<file path="config.mk">
export PLATFORM = sky130hd
export DESIGN_NAME = dual_trigger_adc_scaler
export DESIGN_NICKNAME = d
export VERILOG_FILES = /design/src/rtl/core/dtas_pkg.sv /design/src/rtl/core/dtas_prep.sv /design/src/rtl/core/dtas_div_cell.sv /design/src/rtl/core/dtas_merge.sv /design/src/rtl/core/dual_trigger_adc_scaler.sv
export SDC_FILE = /design/constraint.sdc
export NUM_CORES = 2
export LEC_CHECK = 0
export BUFFER_PORTS_ARGS = -buffer_cell sky130_fd_sc_hd__buf_4
export CORE_MARGIN = 1.5
export CORE_UTILIZATION = 50
export CTS_BUF_LIST = sky130_fd_sc_hd__clkbuf_16
export CTS_CLUSTER_DIAMETER = 80
export DETAILED_ROUTE_END_ITERATION = 6
export PLACE_DENSITY_LB_ADDON = 0.3
export SYNTH_ARGS = -nofsm -noshare
export SYNTH_HDL_FRONTEND = slang
export SYNTH_SLANG_ARGS = --single-unit
export TNS_END_PERCENT = 10
</file>
<file path="constraint.sdc">
create_clock -name clk_i -period 7.6 [get_ports clk_i]
set_input_delay 1.52 -clock clk_i [delete_from_list [all_inputs] [get_ports clk_i]]
set_output_delay 1.52 -clock clk_i [all_outputs]
set_load 0.05 [all_outputs]
</file>
<file path="src/rtl/core/dtas_pkg.sv">
// ----------------------------------------------------------------------------
// Dual trigger ADC scaler package
// Widths, constants, register indexes and item types shared by the scaler.
// ----------------------------------------------------------------------------
package dtas_pkg;

  localparam int unsigned ADC_W  = 12;
  localparam int unsigned LVL_W  = 8;
  localparam int unsigned FULL_W = ADC_W + 1;
  localparam int unsigned QUO_W  = LVL_W;
  localparam int unsigned DIV_W  = FULL_W + QUO_W - 1;
  localparam int unsigned IDX_W  = 2;
  localparam int unsigned LATENCY = QUO_W + 2;

  localparam logic [LVL_W-1:0] LEVEL_MAX = 8'd255;

  localparam logic [ADC_W-1:0]  RELEASE_RST = 12'd4095;
  localparam logic [FULL_W-1:0] FULL_RST    = 13'd0;

  typedef enum logic [IDX_W-1:0] {
    CFG_LEFT_RELEASE  = 2'd0,
    CFG_LEFT_FULL     = 2'd1,
    CFG_RIGHT_RELEASE = 2'd2,
    CFG_RIGHT_FULL    = 2'd3
  } cfg_idx_e;

  typedef enum logic [1:0] {
    MODE_ZERO,
    MODE_FULL,
    MODE_DIV
  } mode_e;

  typedef struct packed {
    logic [ADC_W-1:0] raw_left;
    logic [ADC_W-1:0] raw_right;
    logic [LVL_W-1:0] left_level_in;
    logic [LVL_W-1:0] right_level_in;
    logic             left_bit_in;
    logic             right_bit_in;
  } in_item_t;

  typedef struct packed {
    logic [LVL_W-1:0] left_level_out;
    logic [LVL_W-1:0] right_level_out;
    logic             left_bit_out;
    logic             right_bit_out;
  } out_item_t;

  typedef struct packed {
    mode_e            mode;
    logic [LVL_W-1:0] level_in;
    logic             bit_in;
    logic [DIV_W-1:0] rem;
    logic [DIV_W-1:0] dvs;
    logic [QUO_W-1:0] quo;
  } div_cell_t;

endpackage

</file>
<file path="src/rtl/core/dtas_prep.sv">
// ----------------------------------------------------------------------------
// Dual trigger ADC scaler channel front end
// Classifies one sample against its thresholds and sets up the division.
// ----------------------------------------------------------------------------
module dtas_prep (
  input  logic [dtas_pkg::ADC_W-1:0]         raw_i,
  input  logic [dtas_pkg::ADC_W-1:0]         release_i,
  input  logic signed [dtas_pkg::FULL_W-1:0] full_i,
  input  logic [dtas_pkg::LVL_W-1:0]         level_i,
  input  logic                               bit_i,
  output dtas_pkg::div_cell_t                cell_o
);

  logic signed [dtas_pkg::FULL_W:0] raw_s;
  logic signed [dtas_pkg::FULL_W:0] rel_s;
  logic signed [dtas_pkg::FULL_W:0] full_s;
  logic [dtas_pkg::FULL_W-1:0]      span;
  logic [dtas_pkg::ADC_W-1:0]       diff;

  assign raw_s  = $signed({2'b00, raw_i});
  assign rel_s  = $signed({2'b00, release_i});
  assign full_s = $signed({full_i[dtas_pkg::FULL_W-1], full_i});
  assign span   = {1'b0, release_i} - $unsigned(full_i);
  assign diff   = release_i - raw_i;

  always_comb begin
    if (raw_i >= release_i) begin
      cell_o.mode = dtas_pkg::MODE_ZERO;
    end else if (raw_s <= full_s) begin
      cell_o.mode = dtas_pkg::MODE_FULL;
    end else if (rel_s <= full_s) begin
      cell_o.mode = dtas_pkg::MODE_ZERO;
    end else begin
      cell_o.mode = dtas_pkg::MODE_DIV;
    end
    cell_o.level_in = level_i;
    cell_o.bit_in   = bit_i;
    cell_o.rem      = {{(dtas_pkg::DIV_W-dtas_pkg::ADC_W){1'b0}}, diff}
                    * {{(dtas_pkg::DIV_W-dtas_pkg::LVL_W){1'b0}}, dtas_pkg::LEVEL_MAX};
    cell_o.dvs      = {span, {(dtas_pkg::QUO_W-1){1'b0}}};
    cell_o.quo      = '0;
  end

endmodule

</file>
<file path="src/rtl/core/dtas_div_cell.sv">
// ----------------------------------------------------------------------------
// Dual trigger ADC scaler division cell
// One registered restoring division step, producing one quotient bit.
// ----------------------------------------------------------------------------
module dtas_div_cell (
  input  logic                clk_i,
  input  dtas_pkg::div_cell_t cell_i,
  output dtas_pkg::div_cell_t cell_o
);

  dtas_pkg::div_cell_t cell_d;
  dtas_pkg::div_cell_t cell_q;
  logic                ge;

  assign ge = cell_i.rem >= cell_i.dvs;

  always_comb begin
    cell_d     = cell_i;
    cell_d.rem = ge ? (cell_i.rem - cell_i.dvs) : cell_i.rem;
    cell_d.dvs = cell_i.dvs >> 1;
    cell_d.quo = {cell_i.quo[dtas_pkg::QUO_W-2:0], ge};
  end

  always_ff @(posedge clk_i) begin
    cell_q <= cell_d;
  end

  assign cell_o = cell_q;

endmodule

</file>
<file path="src/rtl/core/dtas_merge.sv">
// ----------------------------------------------------------------------------
// Dual trigger ADC scaler channel merge
// Forms the hardware level and merges it with the incoming level and bit.
// ----------------------------------------------------------------------------
module dtas_merge (
  input  dtas_pkg::div_cell_t         cell_i,
  output logic [dtas_pkg::LVL_W-1:0]  level_o,
  output logic                        bit_o
);

  logic [dtas_pkg::LVL_W-1:0] hw;
  logic [dtas_pkg::LVL_W-1:0] level;
  logic                       trig;

  always_comb begin
    case (cell_i.mode)
      dtas_pkg::MODE_FULL: hw = dtas_pkg::LEVEL_MAX;
      dtas_pkg::MODE_DIV:  hw = cell_i.quo;
      default:             hw = '0;
    endcase

    if (cell_i.bit_in && (cell_i.level_in > hw)) begin
      level = cell_i.level_in;
    end else begin
      level = hw;
    end

    if (hw != '0) begin
      trig = 1'b1;
    end else if (level == '0) begin
      trig = 1'b0;
    end else begin
      trig = cell_i.bit_in;
    end

    level_o = (trig && (level == '0)) ? dtas_pkg::LEVEL_MAX : level;
    bit_o   = trig;
  end

endmodule

</file>
<file path="src/rtl/core/dual_trigger_adc_scaler.sv">
// ----------------------------------------------------------------------------
// Dual trigger ADC scaler
// Scales two raw trigger samples to 8-bit levels and merges them with levels
// and digital bits set elsewhere.
// ----------------------------------------------------------------------------
// The block takes one item in every clock cycle and never raises busy. Each
// result appears with result_valid_o after its item has passed one input
// register, a chain of eight division cells that each produce one quotient
// bit, and one output register. Results are held for one cycle only, so the
// receiver must take every item as it is strobed.
// Thresholds should be written only while no item is in flight.
module dual_trigger_adc_scaler (
  input  logic                            clk_i,
  input  logic                            rst_ni,
  input  logic                            start,
  output logic                            busy,
  input  dtas_pkg::in_item_t              item_i,
  output logic                            result_valid_o,
  output dtas_pkg::out_item_t             result_o,
  input  logic                            cfg_we_i,
  input  logic [dtas_pkg::IDX_W-1:0]      cfg_idx_i,
  input  logic [dtas_pkg::FULL_W-1:0]     cfg_data_i
);

  logic [dtas_pkg::ADC_W-1:0]  rel_l_q;
  logic [dtas_pkg::FULL_W-1:0] full_l_q;
  logic [dtas_pkg::ADC_W-1:0]  rel_r_q;
  logic [dtas_pkg::FULL_W-1:0] full_r_q;

  dtas_pkg::div_cell_t         prep_l;
  dtas_pkg::div_cell_t         prep_r;
  dtas_pkg::div_cell_t         head_l_q;
  dtas_pkg::div_cell_t         head_r_q;
  dtas_pkg::div_cell_t         chain_l [dtas_pkg::QUO_W+1];
  dtas_pkg::div_cell_t         chain_r [dtas_pkg::QUO_W+1];
  logic [dtas_pkg::QUO_W:0]    vld_q;

  dtas_pkg::out_item_t         out_d;
  dtas_pkg::out_item_t         out_q;
  logic                        out_vld_q;
  logic                        accept;

  assign busy   = 1'b0;
  assign accept = start && !busy;

  always_ff @(posedge clk_i or negedge rst_ni) begin
    if (!rst_ni) begin
      rel_l_q  <= dtas_pkg::RELEASE_RST;
      full_l_q <= dtas_pkg::FULL_RST;
      rel_r_q  <= dtas_pkg::RELEASE_RST;
      full_r_q <= dtas_pkg::FULL_RST;
    end else if (cfg_we_i) begin
      case (dtas_pkg::cfg_idx_e'(cfg_idx_i))
        dtas_pkg::CFG_LEFT_RELEASE:  rel_l_q  <= cfg_data_i[dtas_pkg::ADC_W-1:0];
        dtas_pkg::CFG_LEFT_FULL:     full_l_q <= cfg_data_i;
        dtas_pkg::CFG_RIGHT_RELEASE: rel_r_q  <= cfg_data_i[dtas_pkg::ADC_W-1:0];
        dtas_pkg::CFG_RIGHT_FULL:    full_r_q <= cfg_data_i;
        default: begin
        end
      endcase
    end
  end

  dtas_prep u_prep_l (
    .raw_i     (item_i.raw_left),
    .release_i (rel_l_q),
    .full_i    ($signed(full_l_q)),
    .level_i   (item_i.left_level_in),
    .bit_i     (item_i.left_bit_in),
    .cell_o    (prep_l)
  );

  dtas_prep u_prep_r (
    .raw_i     (item_i.raw_right),
    .release_i (rel_r_q),
    .full_i    ($signed(full_r_q)),
    .level_i   (item_i.right_level_in),
    .bit_i     (item_i.right_bit_in),
    .cell_o    (prep_r)
  );

  always_ff @(posedge clk_i) begin
    head_l_q <= prep_l;
    head_r_q <= prep_r;
  end

  assign chain_l[0] = head_l_q;
  assign chain_r[0] = head_r_q;

  for (genvar i = 0; i < dtas_pkg::QUO_W; i++) begin : g_cell
    dtas_div_cell u_cell_l (
      .clk_i  (clk_i),
      .cell_i (chain_l[i]),
      .cell_o (chain_l[i+1])
    );
    dtas_div_cell u_cell_r (
      .clk_i  (clk_i),
      .cell_i (chain_r[i]),
      .cell_o (chain_r[i+1])
    );
  end

  always_ff @(posedge clk_i or negedge rst_ni) begin
    if (!rst_ni) begin
      vld_q <= '0;
    end else begin
      vld_q <= {vld_q[dtas_pkg::QUO_W-1:0], accept};
    end
  end

  dtas_merge u_merge_l (
    .cell_i  (chain_l[dtas_pkg::QUO_W]),
    .level_o (out_d.left_level_out),
    .bit_o   (out_d.left_bit_out)
  );

  dtas_merge u_merge_r (
    .cell_i  (chain_r[dtas_pkg::QUO_W]),
    .level_o (out_d.right_level_out),
    .bit_o   (out_d.right_bit_out)
  );

  always_ff @(posedge clk_i or negedge rst_ni) begin
    if (!rst_ni) begin
      out_vld_q <= 1'b0;
    end else begin
      out_vld_q <= vld_q[dtas_pkg::QUO_W];
    end
  end

  always_ff @(posedge clk_i) begin
    out_q <= out_d;
  end

  assign result_valid_o = out_vld_q;
  assign result_o       = out_q;

endmodule

</file>
## Yosys cells after proc, flatten, opt, wreduce, memory -nomap -nowiden

Cells that the tools add are included.

- Add/sub/neg operators: 18
- $mul: 2
- Magnitude comparators: 24
- Eq/ne operators: 7
- Muxes and demuxes: 26
- Reductions and logical operators: 15

Operator list:

| cell | count |
|---|---|
| 20-bit two-way mux | 14 |
| 13-bit less-or-equal comparator | 4 |
| 20-bit by 13-bit greater-or-equal comparator with 1-bit output | 2 |
| 20-bit by 14-bit greater-or-equal comparator with 1-bit output | 2 |
| 20-bit by 15-bit greater-or-equal comparator with 1-bit output | 2 |
| 20-bit by 16-bit greater-or-equal comparator with 1-bit output | 2 |
| 20-bit by 17-bit greater-or-equal comparator with 1-bit output | 2 |
| 20-bit by 18-bit greater-or-equal comparator with 1-bit output | 2 |
| 20-bit by 19-bit greater-or-equal comparator with 1-bit output | 2 |
| 20-bit greater-or-equal comparator | 2 |
| 12-bit by 8-bit multiplier with 20-bit output (second input constant) | 2 |
| 20-bit by 14-bit subtractor with 20-bit output | 2 |
| 20-bit by 15-bit subtractor with 20-bit output | 2 |
| 20-bit by 16-bit subtractor with 20-bit output | 2 |
| 20-bit by 17-bit subtractor with 20-bit output | 2 |
| 20-bit by 18-bit subtractor with 20-bit output | 2 |
| 20-bit by 19-bit subtractor with 20-bit output | 2 |
| 20-bit subtractor | 2 |
| 8-bit case mux with 2 select lines | 2 |
| 12-bit by 13-bit subtractor with 13-bit output | 2 |
| 12-bit greater-or-equal comparator | 2 |
| 12-bit subtractor | 2 |
| 8-bit > comparator | 2 |
| 8-bit zero test | 2 |
| 10 further kinds | 30 |

- Bits in registers: 876
- Input port bits: 61
- Output and inout port bits: 20
- Logic and storage cells: 206

## Logic depth before layout (Yosys ltp)

- Depth after elaboration: 9
- Mapped depth: 27
- Depth with buffers taken out: 27

## By module

From an unflattened synthesis, not the netlist that was laid out.

- Cell total of the unflattened synthesis: 5589
- Area total of the unflattened synthesis: 57076.0 µm²

Modules (own cells, without submodules):

| module | times used | cells each | area an instance (µm²) | sequential area each (µm²) |
|---|---|---|---|---|
| dtas_div_cell at g_cell[0].u_cell_r ... | 7 | 245 | 2633.8 | 1161.1 |
| dtas_div_cell at g_cell[1].u_cell_l ... | 4 | 262 | 2658.8 | 1161.1 |
| dtas_div_cell at g_cell[6].u_cell_r ... | 3 | 280 | 2745.1 | 1161.1 |
| dual_trigger_adc_scaler | 1 | 256 | 4885.9 | 4254.1 |
| dtas_prep at u_prep_l | 1 | 549 | 4340.4 | 0.0 |
| dtas_prep at u_prep_r | 1 | 520 | 4234.1 | 0.0 |
| dtas_div_cell at g_cell[6].u_cell_l | 1 | 247 | 2697.6 | 1161.1 |
| dtas_div_cell at g_cell[0].u_cell_l | 1 | 264 | 2587.5 | 1161.1 |
| dtas_merge | 2 | 75 | 511.7 | 0.0 |

## Least setup slack after synthesis

Ideal clock, no wire load.

- Path type: in2reg
- Start: in item_i[20] in the netlist's numbering
- End: reg head_r_q, in the netlist chain_r[519]
- Setup time: 0.125 ns
- Data arrival time: 6.646 ns
- Required time: 7.475 ns
- Setup slack: 0.829 ns
- Stages: 24
- Buffers on the path: 0
- Cell sequence: inv_1 > ha_1 > nor2b_1 > o31a_1 > o31a_2 > a31oi_4 > inv_1 > xnor2_1 > ha_1 > a21o_1 > fa_1 > fa_1 > inv_1 > fa_1 > inv_1 > ha_1 > a21o_1 > a21o_1 > a21oi_1 > o21ai_0 > a21o_1 > nor3_1 > o31ai_1 > xnor2_1

RTL lines:

| item | line | RTL |
|---|---|---|
| from (decl) | dual_trigger_adc_scaler.sv:17 | `input dtas_pkg::in_item_t item_i,` |
| to (signal assigned) | dual_trigger_adc_scaler.sv:84 | `head_r_q <= prep_r;` |
| to (decl) | dual_trigger_adc_scaler.sv:33 | `dtas_pkg::div_cell_t head_r_q;` |

==> impl_results.md <==
- Setup crit end: chain_r[518]$_DFF_P_
- Worst setup path startpoint: item_i[18]
- Initial Utilization: 0.5071
- TritonCTS clock tree: yes
- RSZ-0062 raised after global routing: no
- Synth Warn #: 0
- Die height: 283.7 um
- Largest net degree at the start of global routing: 61
- Post-CTS Hold Fix Bufs: 0
- Syn nets: 4,417
- Final setup viols: 0
- Total core area: between 70,000 and 80,000 sq um
- Top-count cell post-synth: dfxtp_1
- Slowest CP cell: fa_1
- Total CTS buffers: 89
- Average cell area after synthesis: 10.18 sq um
- Initial DRC count: 1,164
- DRT Pass-1 Iters: 5
- Worst r2r src: rel_r_q[0]$_DFFE_PN1P_
- Worst min-delay path class: reg -> reg
- Initial antenna violation count: 7
- Area Growth Syn to Fin: 11.97%
- Top cells by area, synth: dfxtp_1, ha_1, inv_1
- Clock latency on the worst-skew pair: 650 ps
- FP Rows: 102
- Largest fanout on the critical path: 8
- Port-buffer cells: 79
- Chip width: 283.7 um
- Max Cap Viol: 0
- Layout cells sized above 1: 0.1000
- Synth Register Bits: 876
- Post-CTS setup buffers: 0
- Worst-path clk slew: 60 ps
- Fin crit share: 0.8690
- Critical Path Start Type: primary input
- Crit-path cells: buf_4, ha_1, fa_1, nor2b_1, o31a_1, o21ai_1, a31oi_4, inv_1, xnor2_1, ha_1, a21o_1, fa_1, fa_1, inv_1, fa_1, inv_1, ha_1, a21o_1, a21o_1, a21oi_1, o21ai_0, a2111oi_0, o21bai_1, xnor2_1
- GRT Resource Usage Total: 0.1806
- Vias in the first global route: approximately 25,000
- Clock Skew: 20.16 ps
- Die area: 80,510 sq um
- Vias per cell: 5.024
- Worst reg2reg path endpoint: chain_r[518]$_DFF_P_
- Final setup TNS: 0 ps
- Crit-path max cell delay: 530 ps
- Synth cell types: 91
- Remaining antenna violation count: 0
- Worst slew pin tran: 1138 ps
- Routed WL: 72,020 um
- Residual DRC: 0
- Resized cells post-CTS: 0
- Max-slew violations: 0
- Area leader, netlist: dfxtp_1
- Setup crit end kind: flop
- Share of the synthesized area in the top cell type: 0.4145
- Detail Placement HPWL: roughly 57,000 um
- CTS HTree Levels: 3
- Cells after synthesis: 3,871
- Vias: 25,719
- Final Hold Vio Count: 0
- Run status: completed
- Grt total ovfl: 0
- # clock sinks: just under 900
- Number of flops mapped to enable cells by yosys: 0
- Maximum root-to-sink buffer count: 3
- Routability cong.: 0.9121
- Slew Limit Headroom: 0.2391
- Most common flop cell mapped by yosys: dfxtp_1
- Most used cell, CP: fa_1
- First-pass GRT wire length: around 120,000 um
- Reg2reg setup slack: 1370 ps
- Worst setup path class: in -> reg
- Synth cell count leaders: dfxtp_1, inv_1, ha_1, o21ai_0, nand2_1
- Critical Path RT: just over 8000 ps
- I/O pins: 81
- Synth Cell Area: around 40,000 sq um
- Worst EP arrival: 7140 ps
- R2R depth: 24
- Average wire per standard cell: 14.07 um
- Fmax: 151.4 MHz
- Asr flop ratio synth: 0.06849
- Register area share after synthesis: 0.4534
- CTS Root Cell: clkbuf_16
- Final nets: 4,549
- Minimum clock period: 6604 ps
worst max-delay path, delay by kind of cell:
family / cells / cell delay [ps]
compound gates: 10 / 2140
xor+xnor: 2 / 300
fa+ha+maj: 7 / 2640
buf+inv: 4 / 380
simple gates: 1 / 160
final cells by class:
type                       count  area (sq um)
antenna                        1         2.502
inverter                     487          1828
clock buffer                  90          2252
fill                        6629         33600
sequential                   876         17870
multi-input combinational   2455         19520
timing repair buffer          94         705.7
tap                         1040          1301
clock inverter                76         651.9
cells by family after synthesis:
group | after synthesis | synth area share
flip-flops | 876 | 0.4534
AO/OA/AOI/OAI | 807 | 0.1308
AND/OR/NAND/NOR | 762 | 0.09604
buffers and inverters | 540 | 0.05191
adder cells (fa/ha/maj) | 486 | 0.1683
XOR/XNOR | 274 | 0.06461
multiplexers | 125 | 0.03483
other | 1 | 0.00009516
flip-flops by register name (all words and copies together) (netlist names):
signal,cells
result_o,18
full_r_q,13
vld_q,9
chain_r,44
full_l_q,13
rel_r_q,12
g_cell.u_cell_r.cell_o,355
g_cell.u_cell_l.cell_o,355
chain_l,44
result_valid_o,1
rel_l_q,12
worst min path at each step:
stage                     depth (start not counted)                                    end                                  start
after floorplan                                   0  g_cell[0].u_cell_l.cell_o[48]$_DFF_P_                   chain_l[520]$_DFF_P_
after global routing                              0  g_cell[0].u_cell_r.cell_o[52]$_DFF_P_                   chain_r[524]$_DFF_P_
after CTS                                         0  g_cell[1].u_cell_r.cell_o[50]$_DFF_P_  g_cell[0].u_cell_r.cell_o[50]$_DFF_P_
after detailed placement                          0  g_cell[1].u_cell_l.cell_o[57]$_DFF_P_  g_cell[0].u_cell_l.cell_o[57]$_DFF_P_
final                                             0  g_cell[5].u_cell_l.cell_o[56]$_DFF_P_  g_cell[4].u_cell_l.cell_o[56]$_DFF_P_
after global placement                            0  g_cell[0].u_cell_l.cell_o[50]$_DFF_P_                   chain_l[522]$_DFF_P_
layout by cell type (no fill, tap or decap), types with 74 or more instances in the layout:
| cell type | Yosys | routed |
|---|---|---|
| buf_4 | 2 | 94 |
| xnor2_1 | 141 | 141 |
| mux2_2 | 94 | 94 |
| clkbuf_16 | 0 | 90 |
| o21ai_0 | 216 | 216 |
| a21o_1 | 120 | 120 |
| fa_1 | 74 | 74 |
| nor2_1 | 177 | 177 |
| dfxtp_1 | 816 | 816 |
| xor2_1 | 118 | 118 |
| inv_1 | 485 | 494 |
| nand2_1 | 212 | 212 |
| ha_1 | 411 | 411 |
| a21oi_1 | 195 | 194 |
through the flow:
step / std cells / hold slack, ps / area, sq um / utilization / setup slack [ps]
final: 5119 / 312.3 / 44120 / 0.5677 / 995.7
after global routing: 5118 / 311.5 / 44120 / 0.5677 / 624.7
after CTS: 5118 / 304.5 / 44120 / 0.5677 / 1049
after detailed placement: 4952 / 312.1 / 41220 / 0.5303 / 365.7
after global placement: 4952 / 309.6 / 41220 / 0.5303 / 436.6
after floorplan: 3871 / 309.6 / 39410 / - / 829.1
per-layer routing:
metal,up-vias,global-route usage,routed length (um)
met1,11677,0.2261,33290
li1,13450,-,-
met3,135,0.03505,3406
met5,-,0,70
met2,443,0.3069,33150
met4,14,0.06818,2099
Power is not shown: default switching activity piles up to over one toggle a cycle in this logic, so the estimate is an artifact.
